### src/rtl/reb_pkg.sv
// ============================================================================
// reb_pkg
// Shared types and constants for the rotary encoder and button event block.
// ============================================================================
package reb_pkg;

    // Width of the signed pending step count.
    localparam int STEP_BITS = 8;
    // Width of the held-tick counter.
    localparam int TICK_BITS = 16;
    // Width of the long press threshold register.
    localparam int LP_BITS = 16;
    // Reset value of the long press threshold.
    localparam logic [LP_BITS-1:0] LONG_PRESS_RESET = LP_BITS'(1000);

    // Width used when comparing the held ticks against the threshold.
    localparam int CMP_BITS = (TICK_BITS > LP_BITS) ? TICK_BITS : LP_BITS;

    localparam logic signed [STEP_BITS-1:0] STEP_MAX = {1'b0, {(STEP_BITS-1){1'b1}}};
    localparam logic signed [STEP_BITS-1:0] STEP_MIN = {1'b1, {(STEP_BITS-1){1'b0}}};
    localparam logic [TICK_BITS-1:0] TICK_MAX = {TICK_BITS{1'b1}};

    // Stream data widths, padded to whole bytes, and the user field width.
    localparam int S_DATA_BITS = 8;
    localparam int M_DATA_BITS = 8;
    localparam int S_USER_BITS = 2;

    typedef enum logic [1:0] {
        ACT_TICK = 2'd0,
        ACT_ENC  = 2'd1,
        ACT_BTN  = 2'd2,
        ACT_POLL = 2'd3
    } action_t;

    typedef enum logic [2:0] {
        EV_NONE  = 3'd0,
        EV_CW    = 3'd1,
        EV_CCW   = 3'd2,
        EV_SHORT = 3'd3,
        EV_LONG  = 3'd4
    } event_t;

    // One request as held in the input register.
    typedef struct packed {
        action_t action;
        logic    clk_level;
        logic    dt_level;
        logic    switch_level;
    } item_t;

    // Result handed from the event logic to the result register.
    typedef struct packed {
        logic   valid;
        event_t event_res;
    } result_t;

endpackage

### src/rtl/reb_in_stage.sv
// ============================================================================
// reb_in_stage
// Input register holding one accepted request until the event logic takes it.
// ============================================================================
module reb_in_stage
(
    input  logic           clk,
    input  logic           rst_n,
    input  logic           load,
    input  reb_pkg::item_t load_item,
    input  logic           drain,
    output logic           item_valid,
    output reb_pkg::item_t item
);
    import reb_pkg::*;

    logic  valid_reg;
    logic  valid_next;
    item_t item_reg;

    always_comb
    begin
        valid_next = valid_reg;
        if (load)
        begin
            valid_next = 1'b1;
        end
        else if (drain)
        begin
            valid_next = 1'b0;
        end
    end

    always_ff @(posedge clk or negedge rst_n)
    begin
        if (!rst_n)
        begin
            valid_reg <= 1'b0;
        end
        else
        begin
            valid_reg <= valid_next;
        end
    end

    always_ff @(posedge clk)
    begin
        if (load)
        begin
            item_reg <= load_item;
        end
    end

    assign item_valid = valid_reg;
    assign item       = item_reg;

endmodule

### src/rtl/reb_event_logic.sv
// ============================================================================
// reb_event_logic
// Encoder, button and tick state with the update that a request makes to it.
// ============================================================================
module reb_event_logic
(
    input  logic                          clk,
    input  logic                          rst_n,
    input  logic                          fire,
    input  reb_pkg::item_t                item,
    input  logic                          cfg_we,
    input  logic [reb_pkg::LP_BITS-1:0]   cfg_wdata,
    output reb_pkg::result_t              result
);
    import reb_pkg::*;

    logic                        last_clk_reg;
    logic                        last_clk_next;
    logic signed [STEP_BITS-1:0] pending_steps_reg;
    logic signed [STEP_BITS-1:0] pending_steps_next;
    logic                        button_down_reg;
    logic                        button_down_next;
    logic [TICK_BITS-1:0]        press_ticks_reg;
    logic [TICK_BITS-1:0]        press_ticks_next;
    logic                        press_unreported_reg;
    logic                        press_unreported_next;
    logic [LP_BITS-1:0]          long_press_reg;
    logic                        is_long;
    logic                        steps_pos;
    logic                        steps_neg;

    assign is_long   = CMP_BITS'(press_ticks_reg) > CMP_BITS'(long_press_reg);
    assign steps_neg = pending_steps_reg[STEP_BITS-1];
    assign steps_pos = !steps_neg && (pending_steps_reg != '0);

    always_comb
    begin
        last_clk_next         = last_clk_reg;
        pending_steps_next    = pending_steps_reg;
        button_down_next      = button_down_reg;
        press_ticks_next      = press_ticks_reg;
        press_unreported_next = press_unreported_reg;
        result.valid          = 1'b0;
        result.event_res      = EV_NONE;
        if (fire)
        begin
            case (item.action)
                ACT_TICK:
                begin
                    if (button_down_reg && (press_ticks_reg != TICK_MAX))
                    begin
                        press_ticks_next = press_ticks_reg + 1'b1;
                    end
                end
                ACT_ENC:
                begin
                    // Only a rising CLK edge moves the count; DT gives the direction.
                    if (item.clk_level && !last_clk_reg)
                    begin
                        if (item.dt_level)
                        begin
                            if (pending_steps_reg != STEP_MIN)
                            begin
                                pending_steps_next = pending_steps_reg - 1'b1;
                            end
                        end
                        else if (pending_steps_reg != STEP_MAX)
                        begin
                            pending_steps_next = pending_steps_reg + 1'b1;
                        end
                    end
                    last_clk_next = item.clk_level;
                end
                ACT_BTN:
                begin
                    if (!item.switch_level && !button_down_reg)
                    begin
                        button_down_next      = 1'b1;
                        press_ticks_next      = '0;
                        press_unreported_next = 1'b1;
                    end
                    else if (item.switch_level && button_down_reg)
                    begin
                        button_down_next = 1'b0;
                    end
                end
                ACT_POLL:
                begin
                    result.valid = 1'b1;
                    // A press in progress holds back all events until release.
                    if (press_unreported_reg)
                    begin
                        if (!button_down_reg)
                        begin
                            press_unreported_next = 1'b0;
                            result.event_res      = is_long ? EV_LONG : EV_SHORT;
                        end
                    end
                    else if (steps_pos)
                    begin
                        pending_steps_next = pending_steps_reg - 1'b1;
                        result.event_res   = EV_CW;
                    end
                    else if (steps_neg)
                    begin
                        pending_steps_next = pending_steps_reg + 1'b1;
                        result.event_res   = EV_CCW;
                    end
                end
                default:
                begin
                end
            endcase
        end
    end

    always_ff @(posedge clk or negedge rst_n)
    begin
        if (!rst_n)
        begin
            last_clk_reg         <= 1'b0;
            pending_steps_reg    <= '0;
            button_down_reg      <= 1'b0;
            press_ticks_reg      <= '0;
            press_unreported_reg <= 1'b0;
            long_press_reg       <= LONG_PRESS_RESET;
        end
        else
        begin
            last_clk_reg         <= last_clk_next;
            pending_steps_reg    <= pending_steps_next;
            button_down_reg      <= button_down_next;
            press_ticks_reg      <= press_ticks_next;
            press_unreported_reg <= press_unreported_next;
            if (cfg_we)
            begin
                long_press_reg <= cfg_wdata;
            end
        end
    end

endmodule

### src/rtl/reb_out_stage.sv
// ============================================================================
// reb_out_stage
// Result register that holds one event until the downstream side takes it.
// ============================================================================
module reb_out_stage
(
    input  logic             clk,
    input  logic             rst_n,
    input  reb_pkg::result_t result,
    input  logic             taken,
    output logic             out_valid,
    output reb_pkg::event_t  out_event
);
    import reb_pkg::*;

    logic   valid_reg;
    logic   valid_next;
    event_t event_reg;

    always_comb
    begin
        valid_next = valid_reg;
        if (result.valid)
        begin
            valid_next = 1'b1;
        end
        else if (taken)
        begin
            valid_next = 1'b0;
        end
    end

    always_ff @(posedge clk or negedge rst_n)
    begin
        if (!rst_n)
        begin
            valid_reg <= 1'b0;
        end
        else
        begin
            valid_reg <= valid_next;
        end
    end

    always_ff @(posedge clk)
    begin
        if (result.valid)
        begin
            event_reg <= result.event_res;
        end
    end

    assign out_valid = valid_reg;
    assign out_event = event_reg;

endmodule

### src/rtl/rotary_encoder_button_events_core.sv
// ============================================================================
// rotary_encoder_button_events_core
// Turns encoder pin samples, button samples and timer ticks into user events.
// ============================================================================
// Each request on the slave stream is a timer tick, a sample of the encoder
// CLK and DT pins, a sample of the button pin, or a poll. Only a poll makes a
// result on the master stream. The result is a finished press first (long
// when its held ticks exceed long_press_ticks, short otherwise), else one
// pending clockwise or counter-clockwise step, else "none". While a press is
// still held and unreported, a poll returns "none" and the steps stay
// pending. The block takes one request per cycle. A request is loaded into
// the input register at the accepting edge. It is applied to the state at
// the edge at which it leaves the input register, and a poll's event is
// loaded into the result register at that same edge, from where m_tvalid
// offers it. Intake stops only when a poll waits in the input register
// while the result register is full and not being taken; ticks and pin
// samples never wait on the master side. long_press_ticks is written
// through cfg_we and cfg_wdata; the user must write it only while no request
// is in flight, and the block itself does not enforce this. It resets to 1000.
module rotary_encoder_button_events_core
(
    input  logic                               clk,
    input  logic                               rst_n,
    // Configuration: long press threshold.
    input  logic                               cfg_we,
    input  logic [reb_pkg::LP_BITS-1:0]        cfg_wdata,
    // Slave stream: request input.
    input  logic                               s_tvalid,
    output logic                               s_tready,
    // s_tdata: [0] clk_level, [1] dt_level, [2] switch_level, rest zero.
    input  logic [reb_pkg::S_DATA_BITS-1:0]    s_tdata,
    // s_tuser: [1:0] action.
    input  logic [reb_pkg::S_USER_BITS-1:0]    s_tuser,
    // Master stream: event output.
    output logic                               m_tvalid,
    input  logic                               m_tready,
    // m_tdata: [2:0] event_res, rest zero.
    output logic [reb_pkg::M_DATA_BITS-1:0]    m_tdata
);
    import reb_pkg::*;

    item_t   load_item;
    item_t   item;
    logic    item_valid;
    logic    item_is_poll;
    logic    out_room;
    logic    fire;
    result_t result;
    event_t  out_event;
    logic    s_accept;
    logic    m_taken;

    assign load_item.action       = action_t'(s_tuser);
    assign load_item.clk_level    = s_tdata[0];
    assign load_item.dt_level     = s_tdata[1];
    assign load_item.switch_level = s_tdata[2];

    // A held request moves on unless it is a poll facing a full result register that is not being taken.
    assign m_taken      = m_tvalid && m_tready;
    assign out_room     = !m_tvalid || m_tready;
    assign item_is_poll = (item.action == ACT_POLL);
    assign fire         = item_valid && (!item_is_poll || out_room);
    assign s_tready     = !item_valid || fire;
    assign s_accept     = s_tvalid && s_tready;

    reb_in_stage u_in_stage
    (
        .clk        (clk),
        .rst_n      (rst_n),
        .load       (s_accept),
        .load_item  (load_item),
        .drain      (fire),
        .item_valid (item_valid),
        .item       (item)
    );

    reb_event_logic u_event_logic
    (
        .clk       (clk),
        .rst_n     (rst_n),
        .fire      (fire),
        .item      (item),
        .cfg_we    (cfg_we),
        .cfg_wdata (cfg_wdata),
        .result    (result)
    );

    reb_out_stage u_out_stage
    (
        .clk       (clk),
        .rst_n     (rst_n),
        .result    (result),
        .taken     (m_taken),
        .out_valid (m_tvalid),
        .out_event (out_event)
    );

    assign m_tdata = M_DATA_BITS'(out_event);

`ifndef NO_ASSERTIONS
    // A new event is only produced when the result register can take it.
    assert property (@(posedge clk) disable iff (!rst_n)
        result.valid |-> out_room)
        else $error("event produced while result register is blocked");

    // A poll blocked by the master side must stall the slave side.
    assert property (@(posedge clk) disable iff (!rst_n)
        (item_valid && item_is_poll && m_tvalid && !m_tready) |-> !s_tready)
        else $error("request accepted past a blocked poll");

    // Every processed poll shows up as a valid event on the next cycle.
    assert property (@(posedge clk) disable iff (!rst_n)
        (fire && item_is_poll) |=> m_tvalid)
        else $error("poll lost between stages");

    // Only defined event codes leave the block.
    assert property (@(posedge clk) disable iff (!rst_n)
        m_tvalid |-> (m_tdata <= M_DATA_BITS'(EV_LONG)))
        else $error("undefined event code on output");
`endif

endmodule

### config.mk
export PLATFORM = sky130hd
export DESIGN_NAME = rotary_encoder_button_events_core
export DESIGN_NICKNAME = d
export VERILOG_FILES = /design/src/rtl/reb_pkg.sv /design/src/rtl/reb_in_stage.sv /design/src/rtl/reb_event_logic.sv /design/src/rtl/reb_out_stage.sv /design/src/rtl/rotary_encoder_button_events_core.sv
export SDC_FILE = /design/constraint.sdc
export NUM_CORES = 1
export LEC_CHECK = 0
export ABC_AREA = 1
export BUFFER_PORTS_ARGS = -buffer_cell sky130_fd_sc_hd__buf_2
export CAP_MARGIN = 20
export CORE_ASPECT_RATIO = 0.75
export CORE_MARGIN = 10
export CORE_UTILIZATION = 45
export DETAILED_ROUTE_END_ITERATION = 8
export GPL_ROUTABILITY_DRIVEN = 0
export SETUP_SLACK_MARGIN = 0.3
export SYNTH_ARGS = -nofsm -noshare
export SYNTH_HDL_FRONTEND = slang
export SYNTH_SLANG_ARGS = --single-unit
### constraint.sdc
create_clock -name clk -period 3.15 [get_ports clk]
set_input_delay 0.315 -clock clk [delete_from_list [all_inputs] [get_ports clk]]
set_output_delay 0.315 -clock clk [all_outputs]
set_load 0.02 [all_outputs]
Yosys cells after proc, flatten, opt, wreduce, memory -nomap -nowiden
Index checks and enable logic that the tools add are counted.
Word-level totals
  flip-flop bits (word level): 53
  bits in latches: 0
  memory bits (writable): 0
  bits in read-only memories: 0
  bits of input ports: 31
  output and inout port bits: 10
  logic and storage cells: 92
  memories: 0
Cells by class
  $add $sub $neg: 3
  multiply operators: 0
  div/mod/pow operators: 0
  magnitude comparators: 1
  eq/ne operators: 13
  shifts and indexed selects: 0
  mux-type cells: 28
  bitwise gates (word level): 0
  reductions and logical operators: 33
Operators by type and width (number)
  $mux 8: 7
  $mux 16: 2
  $pmux 16 s2: 1
  $add 16x1->16 const B: 1
  $gt 16x16->1: 1
  $ne 16x16->1 const B: 1
  $ne 8x8->1 const B: 2
  $pmux 8 s2: 1
  $mux 3: 4
  $reduce_bool 2->1: 6
  $mux 1: 9
  $add 8x1->8 const B: 1
  $logic_and 1x1->1: 8
  $mux 4: 2
  $reduce_bool 8->1: 1
  $sub 8x1->8 const B: 1
  $logic_not 1->1: 7
  $reduce_and 7->1: 1
  $ne 2x1->1 const B: 3
  $ne 3x2->1 const B: 2
  $reduce_and 3->1: 2
  $reduce_and 6->1: 1
  $eq 2x2->1 const B: 2
  $reduce_and 2->1: 2
  other kinds (8): 10

Longest topological paths before layout
  depth after elaboration: 7
  gate-level depth with buffers: 14
  mapped depth without buffers: 14

Hierarchy
Synthesis repeated with hierarchy kept, for this count alone.
Second synthesis, totals
  cell total of the unflattened synthesis: 474
  area total of the unflattened synthesis: 3464.6 um^2
By module, submodules not included
  reb_event_logic: times used 1, cells each 440, area an instance 3052.9 um^2, seq. area each 1083.5 um^2
  reb_in_stage: times used 1, cells each 10, area an instance 190.2 um^2, seq. area each 175.2 um^2
  reb_out_stage: times used 1, cells each 8, area an instance 130.1 um^2, seq. area each 115.1 um^2
  rotary_encoder_button_events_core: times used 1, cells each 16, area an instance 91.3 um^2, seq. area each 0.0 um^2

Worst setup path after synthesis
OpenSTA, ideal clock, no wires.
  path type: reg-to-reg
  start: reg u_event_logic.press_ticks_reg[0]
  end: reg u_event_logic.press_ticks_reg[2]
  setup time: 73 ps
  arrival: 1538 ps
  setup slack: 1539 ps
  stages on the path, launching flop included: 11
  buffers on the path: 1
  period minus slack after synthesis: 1611 ps
  cells stage by stage: dfrtp_1 -> ha_1 -> nand3_1 -> inv_1 -> nand2_2 -> inv_1 -> a21o_2 -> nand2_4 -> buf_6 -> nand2_1 -> a21oi_2
Between the ends
  cells in the longest elaborated chain, start to end: 4
RTL lines
  from (decl): RTL line reb_event_logic.sv:23  | logic [TICK_BITS-1:0] press_ticks_reg;
  from (signal assigned): RTL line reb_event_logic.sv:133  | press_ticks_reg <= press_ticks_next;
  parallel branches: the longest is 4 deep, another holds $add 16x1->16
Parallel ways; which one is timed is not known. The select of a mux whose other input is x is not followed.
A chain may end at the register's enable or synchronous reset.

Final worst setup path
  start: reg u_event_logic.press_ticks_reg[0]
  end: reg u_event_logic.press_ticks_reg[0]
The elaborated chain is that of the path after synthesis.

==> impl_results.md <==
* Clock transition at the registers of the reported paths at 100 ps
* Input/output buffers at 30
* Layout area overhead at 10.0%
* 1st-iter DRT viols at 202
* Layout Nets at 528
* Num CTS Buffers at 5
* Final Non-Filler Cells at 578
* Largest cells by area after synthesis: dfrtp_1 (29%), nand2_1 (14%), ha_1 (7.7%)
* CP Max Fanout at 25
* RSZ-0062 raised after global routing: false
* Core region area at 0.00736 sq mm
* GRT overflow at 0
* Seq. cell area at 0.00137 sq mm
* Number of global-route vias before repair at 2711
* Synth warn at 0
* H-tree levels at 2
* Row cnt at 27
* Synthesized area per cell at 7.64 sq um
* R2r endpoint: u_event_logic.press_ticks_reg[0]
* DIE WIDTH at 121 microns
* WHS Endpoint: u_in_stage.item[3]
* Seq/Total Area, Yosys at 40.2%
* Path depth of the worst reg2reg path at 10
* Total of fill cells in the finished design at 760
* Clock Sinks at 53
* DRC errors left at 0
* Startpoint Class: register
* Synth Register Bits at 53
* Worst Hold Class: input port to register
* Wire length per cell at 13.3 microns
* GRT Total Usage at 14.1%
* WS Path Type: register to register
* DP Wirelength at 5870 microns
* Final Hold Fails at 0
* Hold Startpoint: s_tuser[0]
* Mapped Area at 0.00341 sq mm
* Die Y at 95.4 microns
* Post_cts resized at 0
* Max-slew violations at 0
* Fin crit period at 2020 ps
* DIE AREA at 0.0115 sq mm
* CP Capture Type: register
* Syn Inst Count at 447
* Highest clock rate at 496 MHz
* R2r setup slk at 1130 ps
* Power density cells at 557 mW/mm^2
* Required time worst endpoint at 3350 ps
* Drt first pass iters at 4
* First-pass GRT wire length at 13200 microns
* Clock skew at 9.55 ps
* Final setup viols at 0
* Share of cells above drive strength 1 at 14.9%
* Worst hold stages at 1
* DRT Wirelength at 7660 microns
* Post-synth top area share at 28.6%
* Number of max-cap violations at 0
* Clk buf depth at 2
* Detail Route Antenna Nets at 0
* Io pins at 41
* Crit path DAT at 2220 ps
* Post-DR vias/cell at 4.91
* Maximum VDD drop at 0.000230 V
* Worst-Skew Late Latency at 320 ps
* Total number of vias at 2839
* Initial antenna violation count at 0
* Largest net degree at the start of global routing at 46
* LEAKAGE at 1.91 nW
* Biggest area consumer among synthesized cells: dfrtp_1
* Clk Tree Root Cell: clkbuf_8
* Post-Route Setup TNS at 0 ps
* Tcrit/Tclk final at 64.1%
* Number of diodes at 0
* CTS tree: yes
* Multi-input logic area at 0.00172 sq mm
* Starting Density at 46.3%
* Placed Cells at 568
* Outcome: completed
* Post-synthesis cell type count at 39
* FF-to-FF Start: u_event_logic.press_ticks_reg[0]
## worst max-delay path by stage
stage                                                start                          endpoint  slack [ps]
after floorplan           u_event_logic.press_ticks_reg[0]  u_event_logic.press_ticks_reg[2]        1540
after global placement    u_event_logic.press_ticks_reg[0]  u_event_logic.press_ticks_reg[0]        1200
after detailed placement  u_event_logic.press_ticks_reg[0]  u_event_logic.press_ticks_reg[0]        1150
after CTS                 u_event_logic.press_ticks_reg[0]  u_event_logic.press_ticks_reg[0]        1130
after global routing      u_event_logic.press_ticks_reg[0]  u_event_logic.press_ticks_reg[0]         990
final                     u_event_logic.press_ticks_reg[0]  u_event_logic.press_ticks_reg[0]        1130
## power breakdown
part	internal, W	total (W)	leakage [nW]	switching (W)
clock network	0.000239	0.000483	0.0554	0.000244
registers	0.000802	0.000940	0.646	0.000138
logic	0.000259	0.000667	1.20	0.000408
total	0.00130	0.00209	1.91	0.000790
## critical path, cell delays in order, from the launching register on
cell	delay, ps
dfrtp_1	470
ha_1	260
nand3_1	140
inv_1	110
nand2_2	100
inv_1	60
a21o_2	240
nand2_4	250
inv_2	130
nand2_1	70
o21ai_0	80
## logic make-up after synthesis
logic type,Yosys count,share of synthesized area (%)
simple gates,223,29.1
mux,1,0.330
xor+xnor,10,2.57
flops,53,40.2
buf+inv,78,9.71
other cells,1,0.110
compound gates,60,10.3
fa+ha+maj,21,7.70
## layout by cell type (no fill, tap or decap), drive strengths merged
cell type / count
a21o: 2
a21oi: 16
buf: 31
bufinv: 1
clkbuf: 6
clkinv: 2
conb: 5
dfrtp: 39
dfstp: 6
dlygate4sd3: 1
edfxtp: 8
ha: 21
inv: 63
mux2: 1
nand2: 134
nand3: 32
nand3b: 2
nand4: 13
nor2: 35
nor3: 6
o211ai: 1
o21a: 1
o21ai: 39
o22ai: 1
or2: 1
xnor2: 2
xor2: 8
## cells in the mapped netlist, drive strengths merged
cell and instances:
o22ai 1, o21a 1, nor3 6, nand3 32
conb 1, clkbuf 3, clkinv 1, mux2 1
edfxtp 8, o211ai 1, or2 1, nand3b 2
inv 63, nand4 13, a21oi 16, dfstp 6
xnor2 2, o21ai 39, xor2 8, dfrtp 39
a21o 2, nand2 134, nor2 35, buf 11
ha 21
## metal layers
layer / GRT usage, % / part of all wire (%)
met5: 0 / 0
met4: 3.71 / 0.64
met3: 3.01 / 4.5
met2: 20.1 / 39
met1: 20.9 / 55
## final cells by class
class	count	share of cell area, %
sequential	53	36.6
inverter	64	6.40
timing repair buffer	32	4.80
multi-input combinational	320	45.9
tap	101	3.37
clock inverter	2	1.03
clock buffer	6	1.93
## metrics by stage
step                      instance area [sq um]  power [W]  hold WS (ps)  setup slack, ps  util, %
after floorplan                            3430    0.00147          19.4             1540        -
after global placement                     3610    0.00159           467             1200     49.1
after detailed placement                   3610    0.00161           482             1150     49.1
after CTS                                  3720    0.00210           156             1130     50.6
after global routing                       3750    0.00226           154              990     51.0
final                                      3750    0.00209           165             1130     51.0
## what timing repair did
item | 4_1_cts | 5_1_grt
endpoints found under the hold margin | 0 | 16
endpoints found under the setup margin | 0 | 0
hold buffers | 0 | 1
buffers inserted | 0 | 0
No activity file was read; power rests on OpenSTA's default activity.
